### src/kcl_pkg.sv
// ----------------------------------------------------------------------------
// Keypad code lock package
// Key codes, status codes, phase encoding and sizing shared by the lock and
// its port checker.
// ----------------------------------------------------------------------------
package kcl_pkg;

  // Number of keys in one code (legal range 1 to 8).
  localparam int CODE_LENGTH = 4;
  localparam int SLOT_W      = (CODE_LENGTH > 1) ? $clog2(CODE_LENGTH) : 1;
  localparam int MATCH_W     = $clog2(CODE_LENGTH + 1);

  localparam logic [7:0] KEY_ENTER  = 8'd13;
  localparam logic [7:0] KEY_CLEAR  = 8'd76;   // 'L'
  localparam logic [7:0] KEY_CANCEL = 8'd67;   // 'C'
  localparam logic [7:0] KEY_ACCESS = 8'd1;
  localparam logic [7:0] KEY_CHANGE = 8'd2;

  localparam logic [3:0] ST_IGNORED   = 4'd0;
  localparam logic [3:0] ST_INVALID   = 4'd1;
  localparam logic [3:0] ST_TAKEN     = 4'd2;
  localparam logic [3:0] ST_CLEARED   = 4'd3;
  localparam logic [3:0] ST_CANCELLED = 4'd4;
  localparam logic [3:0] ST_WRONG     = 4'd5;
  localparam logic [3:0] ST_GRANTED   = 4'd6;
  localparam logic [3:0] ST_OLD_OK    = 4'd7;
  localparam logic [3:0] ST_CHANGED   = 4'd8;
  localparam logic [3:0] ST_MODE      = 4'd9;

  // Phase codes as shown on the phase_now port.
  localparam logic [2:0] PC_MENU        = 3'd0;
  localparam logic [2:0] PC_ACC_ENTRY   = 3'd1;
  localparam logic [2:0] PC_ACC_CONFIRM = 3'd2;
  localparam logic [2:0] PC_OLD_ENTRY   = 3'd3;
  localparam logic [2:0] PC_OLD_CONFIRM = 3'd4;
  localparam logic [2:0] PC_NEW_ENTRY   = 3'd5;
  localparam logic [2:0] PC_NEW_CONFIRM = 3'd6;

  typedef enum logic [6:0] {
    PH_MENU        = 7'b0000001,
    PH_ACC_ENTRY   = 7'b0000010,
    PH_ACC_CONFIRM = 7'b0000100,
    PH_OLD_ENTRY   = 7'b0001000,
    PH_OLD_CONFIRM = 7'b0010000,
    PH_NEW_ENTRY   = 7'b0100000,
    PH_NEW_CONFIRM = 7'b1000000
  } phase_t;

  function automatic logic [2:0] phase_code(phase_t ph);
    logic [2:0] code;
    case (ph)
      PH_ACC_ENTRY:   code = PC_ACC_ENTRY;
      PH_ACC_CONFIRM: code = PC_ACC_CONFIRM;
      PH_OLD_ENTRY:   code = PC_OLD_ENTRY;
      PH_OLD_CONFIRM: code = PC_OLD_CONFIRM;
      PH_NEW_ENTRY:   code = PC_NEW_ENTRY;
      PH_NEW_CONFIRM: code = PC_NEW_CONFIRM;
      default:        code = PC_MENU;
    endcase
    return code;
  endfunction

endpackage

### src/keypad_code_lock.sv
// ----------------------------------------------------------------------------
// Keypad code lock
// Menu-driven code lock: door access and code change dialogues over a
// stream of key codes, one result word per key word.
// ----------------------------------------------------------------------------
// Usage:
//   Key channel (key_valid/key_ready/key_code) carries one key code per word.
//   Result channel (result_valid/result_ready) carries status, phase_now,
//   echo_digit and door_open for every key word, in order.
//   Result: registered, valid in the cycle after its key word is taken.
//   Throughput: one key word per cycle while result_ready is high. The lock
//   state and the result register load together on the accepting edge; the
//   only path is one slot compare plus the phase update.
//   Stall: while a result word waits, a new key word is taken only in the
//   same cycle the waiting word leaves (key_ready = !result_valid ||
//   result_ready), so no word is lost or repeated.
//   Reset (rst, synchronous): returns to the menu, clears slot and match
//   counters, sets the stored code to all zeros and drops result_valid.
//   door_open is a field of the result word: high on exactly the word that
//   grants access.
// ----------------------------------------------------------------------------
module keypad_code_lock (
  input  logic       clk,
  input  logic       rst,
  input  logic       key_valid,
  output logic       key_ready,
  input  logic [7:0] key_code,
  output logic       result_valid,
  input  logic       result_ready,
  output logic [3:0] status,
  output logic [2:0] phase_now,
  output logic [7:0] echo_digit,
  output logic       door_open
);

  // Lock state
  kcl_pkg::phase_t                    phase, phase_next;
  logic [kcl_pkg::SLOT_W-1:0]         slot_index, slot_next;
  logic [kcl_pkg::MATCH_W-1:0]        match_count, match_next;
  logic [7:0]                         stored_code  [kcl_pkg::CODE_LENGTH];
  logic [7:0]                         pending_code [kcl_pkg::CODE_LENGTH];

  // Per-key decisions
  logic       accept;
  logic       slot_last;
  logic       pend_we;
  logic       store_load;
  logic [3:0] status_next;
  logic [7:0] echo_next;
  logic       door_next;

  // The result register parts the two channels: take a key whenever the
  // result slot is empty or being drained this cycle.
  assign key_ready = !result_valid || result_ready;
  assign accept    = key_valid && key_ready;
  assign slot_last = (slot_index == kcl_pkg::SLOT_W'(kcl_pkg::CODE_LENGTH - 1));

  always_comb begin
    phase_next  = phase;
    slot_next   = slot_index;
    match_next  = match_count;
    status_next = kcl_pkg::ST_IGNORED;
    echo_next   = '0;
    door_next   = 1'b0;
    pend_we     = 1'b0;
    store_load  = 1'b0;
    case (phase)
      kcl_pkg::PH_ACC_ENTRY, kcl_pkg::PH_OLD_ENTRY, kcl_pkg::PH_NEW_ENTRY: begin
        if (key_code == kcl_pkg::KEY_CLEAR) begin
          // restart this entry from the first slot
          slot_next   = '0;
          match_next  = '0;
          status_next = kcl_pkg::ST_CLEARED;
        end else if (key_code == kcl_pkg::KEY_CANCEL) begin
          phase_next  = kcl_pkg::PH_MENU;
          slot_next   = '0;
          match_next  = '0;
          status_next = kcl_pkg::ST_CANCELLED;
        end else begin
          // Enter mid-entry fills the slot but can never count as a match;
          // in new entry it is stored as-is.
          if (phase == kcl_pkg::PH_NEW_ENTRY) begin
            pend_we = 1'b1;
          end else if (key_code != kcl_pkg::KEY_ENTER &&
                       stored_code[slot_index] == key_code) begin
            match_next = match_count + kcl_pkg::MATCH_W'(1);
          end
          if (key_code != kcl_pkg::KEY_ENTER) begin
            echo_next = key_code;
          end
          status_next = kcl_pkg::ST_TAKEN;
          if (slot_last) begin
            // last slot filled: advance to the matching confirm phase
            slot_next = '0;
            if (phase == kcl_pkg::PH_ACC_ENTRY) begin
              phase_next = kcl_pkg::PH_ACC_CONFIRM;
            end else if (phase == kcl_pkg::PH_OLD_ENTRY) begin
              phase_next = kcl_pkg::PH_OLD_CONFIRM;
            end else begin
              phase_next = kcl_pkg::PH_NEW_CONFIRM;
            end
          end else begin
            slot_next = slot_index + kcl_pkg::SLOT_W'(1);
          end
        end
      end
      kcl_pkg::PH_ACC_CONFIRM, kcl_pkg::PH_OLD_CONFIRM, kcl_pkg::PH_NEW_CONFIRM: begin
        if (key_code == kcl_pkg::KEY_CLEAR) begin
          slot_next   = '0;
          match_next  = '0;
          status_next = kcl_pkg::ST_CLEARED;
          if (phase == kcl_pkg::PH_ACC_CONFIRM) begin
            phase_next = kcl_pkg::PH_ACC_ENTRY;
          end else if (phase == kcl_pkg::PH_OLD_CONFIRM) begin
            phase_next = kcl_pkg::PH_OLD_ENTRY;
          end else begin
            phase_next = kcl_pkg::PH_NEW_ENTRY;
          end
        end else if (key_code == kcl_pkg::KEY_CANCEL) begin
          phase_next  = kcl_pkg::PH_MENU;
          slot_next   = '0;
          match_next  = '0;
          status_next = kcl_pkg::ST_CANCELLED;
        end else if (key_code == kcl_pkg::KEY_ENTER) begin
          slot_next  = '0;
          match_next = '0;
          if (phase == kcl_pkg::PH_NEW_CONFIRM) begin
            // commit the new code; it takes effect at once
            store_load  = 1'b1;
            phase_next  = kcl_pkg::PH_MENU;
            status_next = kcl_pkg::ST_CHANGED;
          end else if (match_count != kcl_pkg::MATCH_W'(kcl_pkg::CODE_LENGTH)) begin
            status_next = kcl_pkg::ST_WRONG;
            phase_next  = (phase == kcl_pkg::PH_ACC_CONFIRM) ?
                          kcl_pkg::PH_ACC_ENTRY : kcl_pkg::PH_OLD_ENTRY;
          end else if (phase == kcl_pkg::PH_ACC_CONFIRM) begin
            phase_next  = kcl_pkg::PH_MENU;
            status_next = kcl_pkg::ST_GRANTED;
            door_next   = 1'b1;
          end else begin
            phase_next  = kcl_pkg::PH_NEW_ENTRY;
            status_next = kcl_pkg::ST_OLD_OK;
          end
        end
        // any other key: hold everything, report ignored
      end
      default: begin
        // menu, and any stray phase value, behaves as the menu
        slot_next  = '0;
        match_next = '0;
        if (key_code == kcl_pkg::KEY_ACCESS) begin
          phase_next  = kcl_pkg::PH_ACC_ENTRY;
          status_next = kcl_pkg::ST_MODE;
        end else if (key_code == kcl_pkg::KEY_CHANGE) begin
          phase_next  = kcl_pkg::PH_OLD_ENTRY;
          status_next = kcl_pkg::ST_MODE;
        end else begin
          phase_next  = kcl_pkg::PH_MENU;
          status_next = kcl_pkg::ST_INVALID;
        end
      end
    endcase
  end

  // Control state and stored code
  always_ff @(posedge clk) begin
    if (rst) begin
      phase        <= kcl_pkg::PH_MENU;
      slot_index   <= '0;
      match_count  <= '0;
      result_valid <= 1'b0;
      for (int k = 0; k < kcl_pkg::CODE_LENGTH; k++) begin
        stored_code[k] <= '0;
      end
    end else begin
      if (accept) begin
        phase       <= phase_next;
        slot_index  <= slot_next;
        match_count <= match_next;
        if (store_load) begin
          for (int k = 0; k < kcl_pkg::CODE_LENGTH; k++) begin
            stored_code[k] <= pending_code[k];
          end
        end
        result_valid <= 1'b1;
      end else if (result_ready) begin
        result_valid <= 1'b0;
      end
    end
  end

  // Pending code and result word: payload only, no reset
  always_ff @(posedge clk) begin
    if (accept) begin
      if (pend_we) begin
        pending_code[slot_index] <= key_code;
      end
      status     <= status_next;
      phase_now  <= kcl_pkg::phase_code(phase_next);
      echo_digit <= echo_next;
      door_open  <= door_next;
    end
  end

endmodule

### config.mk
export PLATFORM = sky130hd
export DESIGN_NAME = keypad_code_lock
export DESIGN_NICKNAME = d
export VERILOG_FILES = /design/src/kcl_pkg.sv /design/src/keypad_code_lock.sv
export SDC_FILE = /design/constraint.sdc
export NUM_CORES = 1
export LEC_CHECK = 0
export BUFFER_PORTS_ARGS = -buffer_cell sky130_fd_sc_hd__buf_2
export CAP_MARGIN = 10
export CORE_MARGIN = 1.5
export CORE_UTILIZATION = 25
export DETAILED_ROUTE_END_ITERATION = 8
export PLACE_DENSITY_LB_ADDON = 0.3
export SLEW_MARGIN = 20
export SYNTH_ARGS = -nofsm -noshare
export SYNTH_HDL_FRONTEND = slang
export SYNTH_SLANG_ARGS = --single-unit
### constraint.sdc
create_clock -name clk -period 2.3 [get_ports clk]
set_clock_uncertainty 0.05 [all_clocks]
set_input_delay 0.46 -clock clk [delete_from_list [all_inputs] [get_ports clk]]
set_output_delay 0.46 -clock clk [all_outputs]
set_load 0.005 [all_outputs]
Yosys cells after proc, flatten, opt, wreduce, memory -nomap -nowiden
Memories as Yosys holds them, arrays and structs flattened. A register that Yosys moved wholly into a read port is not among the register bits.
Index checks and enable logic that the tools add are counted.
Widths: inputs -> output; s select.

operators by class
  reduce and logical (&&, ||, !) cells = 11
  add/subtract/negate cells = 2
  bitwise logic cells = 8
  equal/unequal tests = 24
  mux-type cells = 71

operators with widths
  cell                number
  $mux 7              8
  $mux 4              9
  $mux 8              4
  $mux 6              5
  $mux 3              9
  $mux 1              22
  $mux 2              9
  $pmux 3 s6          1
  $eq 8x7->1 const B  2
  $eq 7x2->1 const B  2
  $eq 7x3->1 const B  2
  $eq 7x4->1 const B  2
  $eq 7x5->1 const B  2
  $eq 7x6->1 const B  2
  $eq 7x7->1 const B  2
  $pmux 7 s2          1
  $ne 4x4->1 const B  3
  $eq 8x1->1 const B  1
  $eq 8x2->1 const B  1
  $eq 8x4->1 const B  1
  $eq 8x8->1          1
  $ne 8x4->1 const B  1
  $pmux 4 s2          1
  $pmux 3 s2          1
  other kinds (16)    24

word-level totals
  flip-flop bits (word level) = 29
  memories kept = 2
  logic and storage cells = 126
  RAM bits = 64

memory list
  name          depth  width  read ports  clocked after Yosys merged registers in  wr ports  line                    source
  pending_code  4      8      4           0                                        1         keypad_code_lock.sv:41  logic [7:0] pending_code [kcl_pkg::CODE_LENGTH];
  stored_code   4      8      1           1                                        4         keypad_code_lock.sv:40  logic [7:0] stored_code [kcl_pkg::CODE_LENGTH];

Depth between registers and ports, before layout
  depth in word-level cells = 11
  depth in mapped cells = 8
  mapped depth without buffers = 8

Worst setup path after synthesis
Ideal clock, no wire load.

  kind = input to register
  start = input port result_ready
  end = memory stored_code[0][0], enable pin
  data arrival time = 1989 ps
  required time = 1772 ps
  setup time = 478 ps
  stages on the path = 5
  slack = -218 ps
  cell sequence = nand2b_1 -> nand2_1 -> clkinv_1 -> nand3_1 -> nand2_1

RTL lines
  item         line                    source
  from (decl)  keypad_code_lock.sv:29  input logic result_ready,
  to (decl)    keypad_code_lock.sv:40

Final worst setup path
  start = register phase[1]
  end = register phase_now[1] (data pin)

between the ends
  cells in the longest elaborated chain, start to end = 10

ends and longest elaborated chain
  item                                line                                              source
  from (decl)                         keypad_code_lock.sv:37                            kcl_pkg::phase_t phase, phase_next;
  from (signal assigned)              keypad_code_lock.sv:168                           phase <= kcl_pkg::PH_MENU;
  from (signal assigned)              keypad_code_lock.sv:177                           phase <= phase_next;
  $eq 7x3->1                          n/a
  $mux 6 or $mux 4 (tied branches)    keypad_code_lock.sv:136, keypad_code_lock.sv:134
  $mux 6                              keypad_code_lock.sv:132                           end else if (match_count != kcl_pkg::MATCH_W'(kcl_pkg::CODE_LENGTH)) begin
  $mux 6                              keypad_code_lock.sv:127                           if (phase == kcl_pkg::PH_NEW_CONFIRM) begin
  $mux 7                              keypad_code_lock.sv:124                           end else if (key_code == kcl_pkg::KEY_ENTER) begin
  $mux 7                              keypad_code_lock.sv:119                           end else if (key_code == kcl_pkg::KEY_CANCEL) begin
  $mux 7                              keypad_code_lock.sv:108                           if (key_code == kcl_pkg::KEY_CLEAR) begin
  $pmux 7 s2 *                        keypad_code_lock.sv:67                            case (phase)
  $eq 7x7->1 (tied with other cells)  kcl_pkg.sv:51                                     case (ph)
  $pmux 3 s6 *                        kcl_pkg.sv:51
  to (signal assigned)                keypad_code_lock.sv:199                           phase_now <= kcl_pkg::phase_code(phase_next);
  to (decl)                           keypad_code_lock.sv:31                            output logic [2:0] phase_now,

Every way passes the cells marked *; elsewhere a longest branch is shown, timed or not.
A chain may end at the register's enable or synchronous reset.

==> results.yml <==
run_status:
  status: "completed"
floorplanning:
  die_w_um: 137
  start_util: 0.258
  std_cell_rows: 48
  core_area_mm2: 0.0174
  die_y_um: 137
  die_area_mm2: 0.0188
  num_io_pins: 30
critical_path:
  worst_path_max_delay_cell: "dfxtp_1"
  critPathMaxFanout: 8
  path_buf_inv: 0
  critPathTopFamily: "compound AO/OA/AOI/OAI gates"
  max_stage_delay_ns: 0.56
  cp.required_ns: 2.34
  cp_cell_sequence: "xor2_1 > o211a_4 > o32ai_1 > a41o_1 > nor3_1 > o21ai_1"
  crit_type: "reg2reg"
  crit_arrival_ns: 2.24
  start_kind: "register"
  cp-end-kind: "register"
cells_and_area:
  antennaDiodeCount: 0
  nFillCells: 1757
  finish.utilization: 0.332
  multi_input_area_mm2: 0.00170
  nets: 462
  area_delta_synth_final_pct: 28.7
  regArea_mm2: 0.00271
  drive_gt1_frac: 0.298
synth:
  synth_top_area_cell: "edfxtp_1"
  synth_cell_type_count: 65
  syn_nets: 371
  synth_adder_area_share: 0.0167
  synth_top_family_by_area: "simple AND/OR/NAND/NOR gates"
  syn_area_per_cell_um2: 12.7
  synthSimpleGateAreaFrac: 0.182
  async_flop_share: 0
  synth-main-ff-cell: "edfxtp_1"
  synth_top_cell_area_share: 0.535
  synth_cells: 353
  syn-cell-area_mm2: 0.00449
  synth_xor_area_frac: 0.0292
  synth_seq_cells: 95
  synth_seq_area_share: 0.602
  synth.mux.area_fraction: 0.0423
  synth-edff-count: 80
  ys_warn_count: 0
  synth_compound_area_frac: 0.101
  synthTopCellsByArea: "edfxtp_1, dfxtp_1, and2_1"
place:
  dp_hpwl_mm: 8.14
  gp_congestion: 0.906
  io_buffers: 29
sta:
  period_needed_ns: 2.21
  hold_ws_ns: 0.327
  max_clock_freq_mhz: 453
  hold_viol: 0
  setup-violations-final: 0
  drv_slew: 0
  fin_crit_sh: 0.959
  slew_headroom: 0.700
  rsz0062_at_grt: "yes"
  tightestPinTransition_ns: 0.449
routing:
  drt-total-wl_mm: 11.0
  drtAntennaViolNets: 0
  drtIter0Drc: 270
  drc: 0
  vias_per_cell: 4.63
  vias: 3119
  dr.pass1.iters: 6
  wl_per_cell_um: 16.3
clocking:
  cts_num_sinks: 95
  cts_root_buf: "clkbuf_16"
  cts_tree: "done"
  ctsHoldBuffers: 0
  cts.htree.levels: 3
  cts_buffers: 9
  clk_latency_ns: 0.35
  clk_pin_slew_ns: 0.07
  clockBufferDepth: 2
global_route:
  grt_max_degree: 21
  grt_pass1_wl_mm: 17.1
  grt_overflow_total: 0
  grt_pass1_vias: 3065
  antenna_found_initial: 0
  grt_usage: 0.125
power_and_ir_drop:
  leakage_nw: 2.13
  ir_drop_mv: 0.353
  p_per_area_mw_per_mm2: 641
  total_power_mw: 3.70
run:
  max_cap_viol_count: 0
hold_path:
  hp-class: "in2reg"
cells in the mapped netlist, types with 2 or more instances:
library cell  instances
a21oi_1              10
a22o_1                2
a31oi_1               4
and2_1               44
and3_1                7
buf_2                 5
clkbuf_1             10
dfxtp_1              15
edfxtp_1             80
ha_1                  6
inv_1                 9
mux2i_1              10
mux4_2                4
nand2_1              20
nand2b_1              3
nand3_1               8
nand3_2               2
nand4_1               6
nand4b_1              2
nor2_1               15
nor3_1                6
nor4_1                2
nor4_4                2
nor4bb_1              2
o211a_1               3
o211ai_1              5
o21a_1                2
o21ai_0               8
o21ai_1               3
o311ai_1              2
o31ai_1               3
o32ai_1               4
or3_1                 2
or4_1                 3
xnor2_1               8
xor2_1                7
sequential cells by signal, indices dropped and copies added (netlist names), named ones only:
signal	flops
phase	7
status	4
door_open	1
pending_code	32
result_valid	1
phase_now	3
stored_code	32
match_count	3
echo_digit	8
slot_index	2
area by class of cell:
cell class | count | share of cell area
clock buffer | 10 | 0.0396
inverter | 10 | 0.00649
clock inverter | 6 | 0.0130
multi-input combinational | 230 | 0.294
sequential | 95 | 0.468
tap | 225 | 0.0487
timing repair buffer | 98 | 0.130
worst register-to-register path: stages, from the launching register on:
cell	delay (ns)
dfxtp_1	0.56
xor2_1	0.36
o211a_4	0.24
o32ai_1	0.14
a41o_1	0.28
nor3_1	0.19
o21ai_1	0.12
path summary, 6_finish.rpt:
kind | start | end | slack [ns] | cells after the start
worst max-delay path | phase[1] | phase_now[1] | 0.09 | 6
worst min-delay path | key_valid | result_valid | 0.33 | 3
worst max register to register | phase[1] | phase_now[1] | 0.09 | 6
worst min register to register | pending_code[3][7] | stored_code[3][7] | 0.46 | 1
power breakdown:
group	internal, mW	total (mW)	leakage (nW)	switching [mW]
registers	1.90	1.91	0.900	0.0134
logic	0.112	0.259	1.08	0.147
clock network	0.863	1.54	0.146	0.674
cell families after synthesis:
logic type	Yosys count
AO/OA/AOI/OAI	61
XOR/XNOR	15
adder cells (fa/ha/maj)	6
buffers and inverters	28
flip-flops	95
multiplexers	14
AND/OR/NAND/NOR	134
layout by cell type (no fill, tap or decap), types with 5 or more instances in the layout:
| cell | netlist | layout |
|---|---|---|
| o21ai_0 | 8 | 7 |
| ha_1 | 6 | 6 |
| nor2_1 | 15 | 15 |
| nor3_1 | 6 | 5 |
| xnor2_1 | 8 | 8 |
| inv_1 | 9 | 9 |
| o211ai_1 | 5 | 5 |
| dfxtp_1 | 15 | 14 |
| nand2_1 | 20 | 19 |
| buf_4 | 1 | 62 |
| edfxtp_1 | 80 | 80 |
| and3_1 | 7 | 7 |
| buf_12 | 0 | 7 |
| and2_1 | 44 | 44 |
| clkbuf_16 | 0 | 9 |
| nand4_1 | 6 | 6 |
| a21oi_1 | 10 | 10 |
| xor2_1 | 7 | 7 |
| mux2i_1 | 10 | 10 |
| buf_2 | 5 | 29 |
| nand3_1 | 8 | 8 |
layer usage:
metal  GRT usage  share of wire  vias to the layer above  routed length [um]
li1            -              -                     1508                   -
met4      0.0526          0.026                        0                 286
met5           0              0                        -                   0
met1       0.169           0.47                     1505                5170
met3      0.0270          0.044                       22                 485
met2       0.192           0.46                       84                5060
what timing repair did:
item	CTS	global route
gates resized for setup	1	6
setup endpoints to repair	1	2
buffers inserted	0	0
stage by stage:
| step | cell area, um^2 | TNS, ns | instances | worst slack [ns] |
|---|---|---|---|---|
| 3_5_place_dp | 5440 | -4.53 | 658 | -0.142 |
| 5_1_grt | 5780 | -0.0112 | 674 | -0.00787 |
| 3_3_place_gp | 5440 | -3.24 | 658 | -0.136 |
| 6_report | 5780 | 0 | 674 | 0.0948 |
| 4_1_cts | 5750 | 0 | 674 | 0.0719 |
| 2_1_floorplan | 4500 | 0 | 353 | 0.0798 |
(Power assumes the default switching activity.)
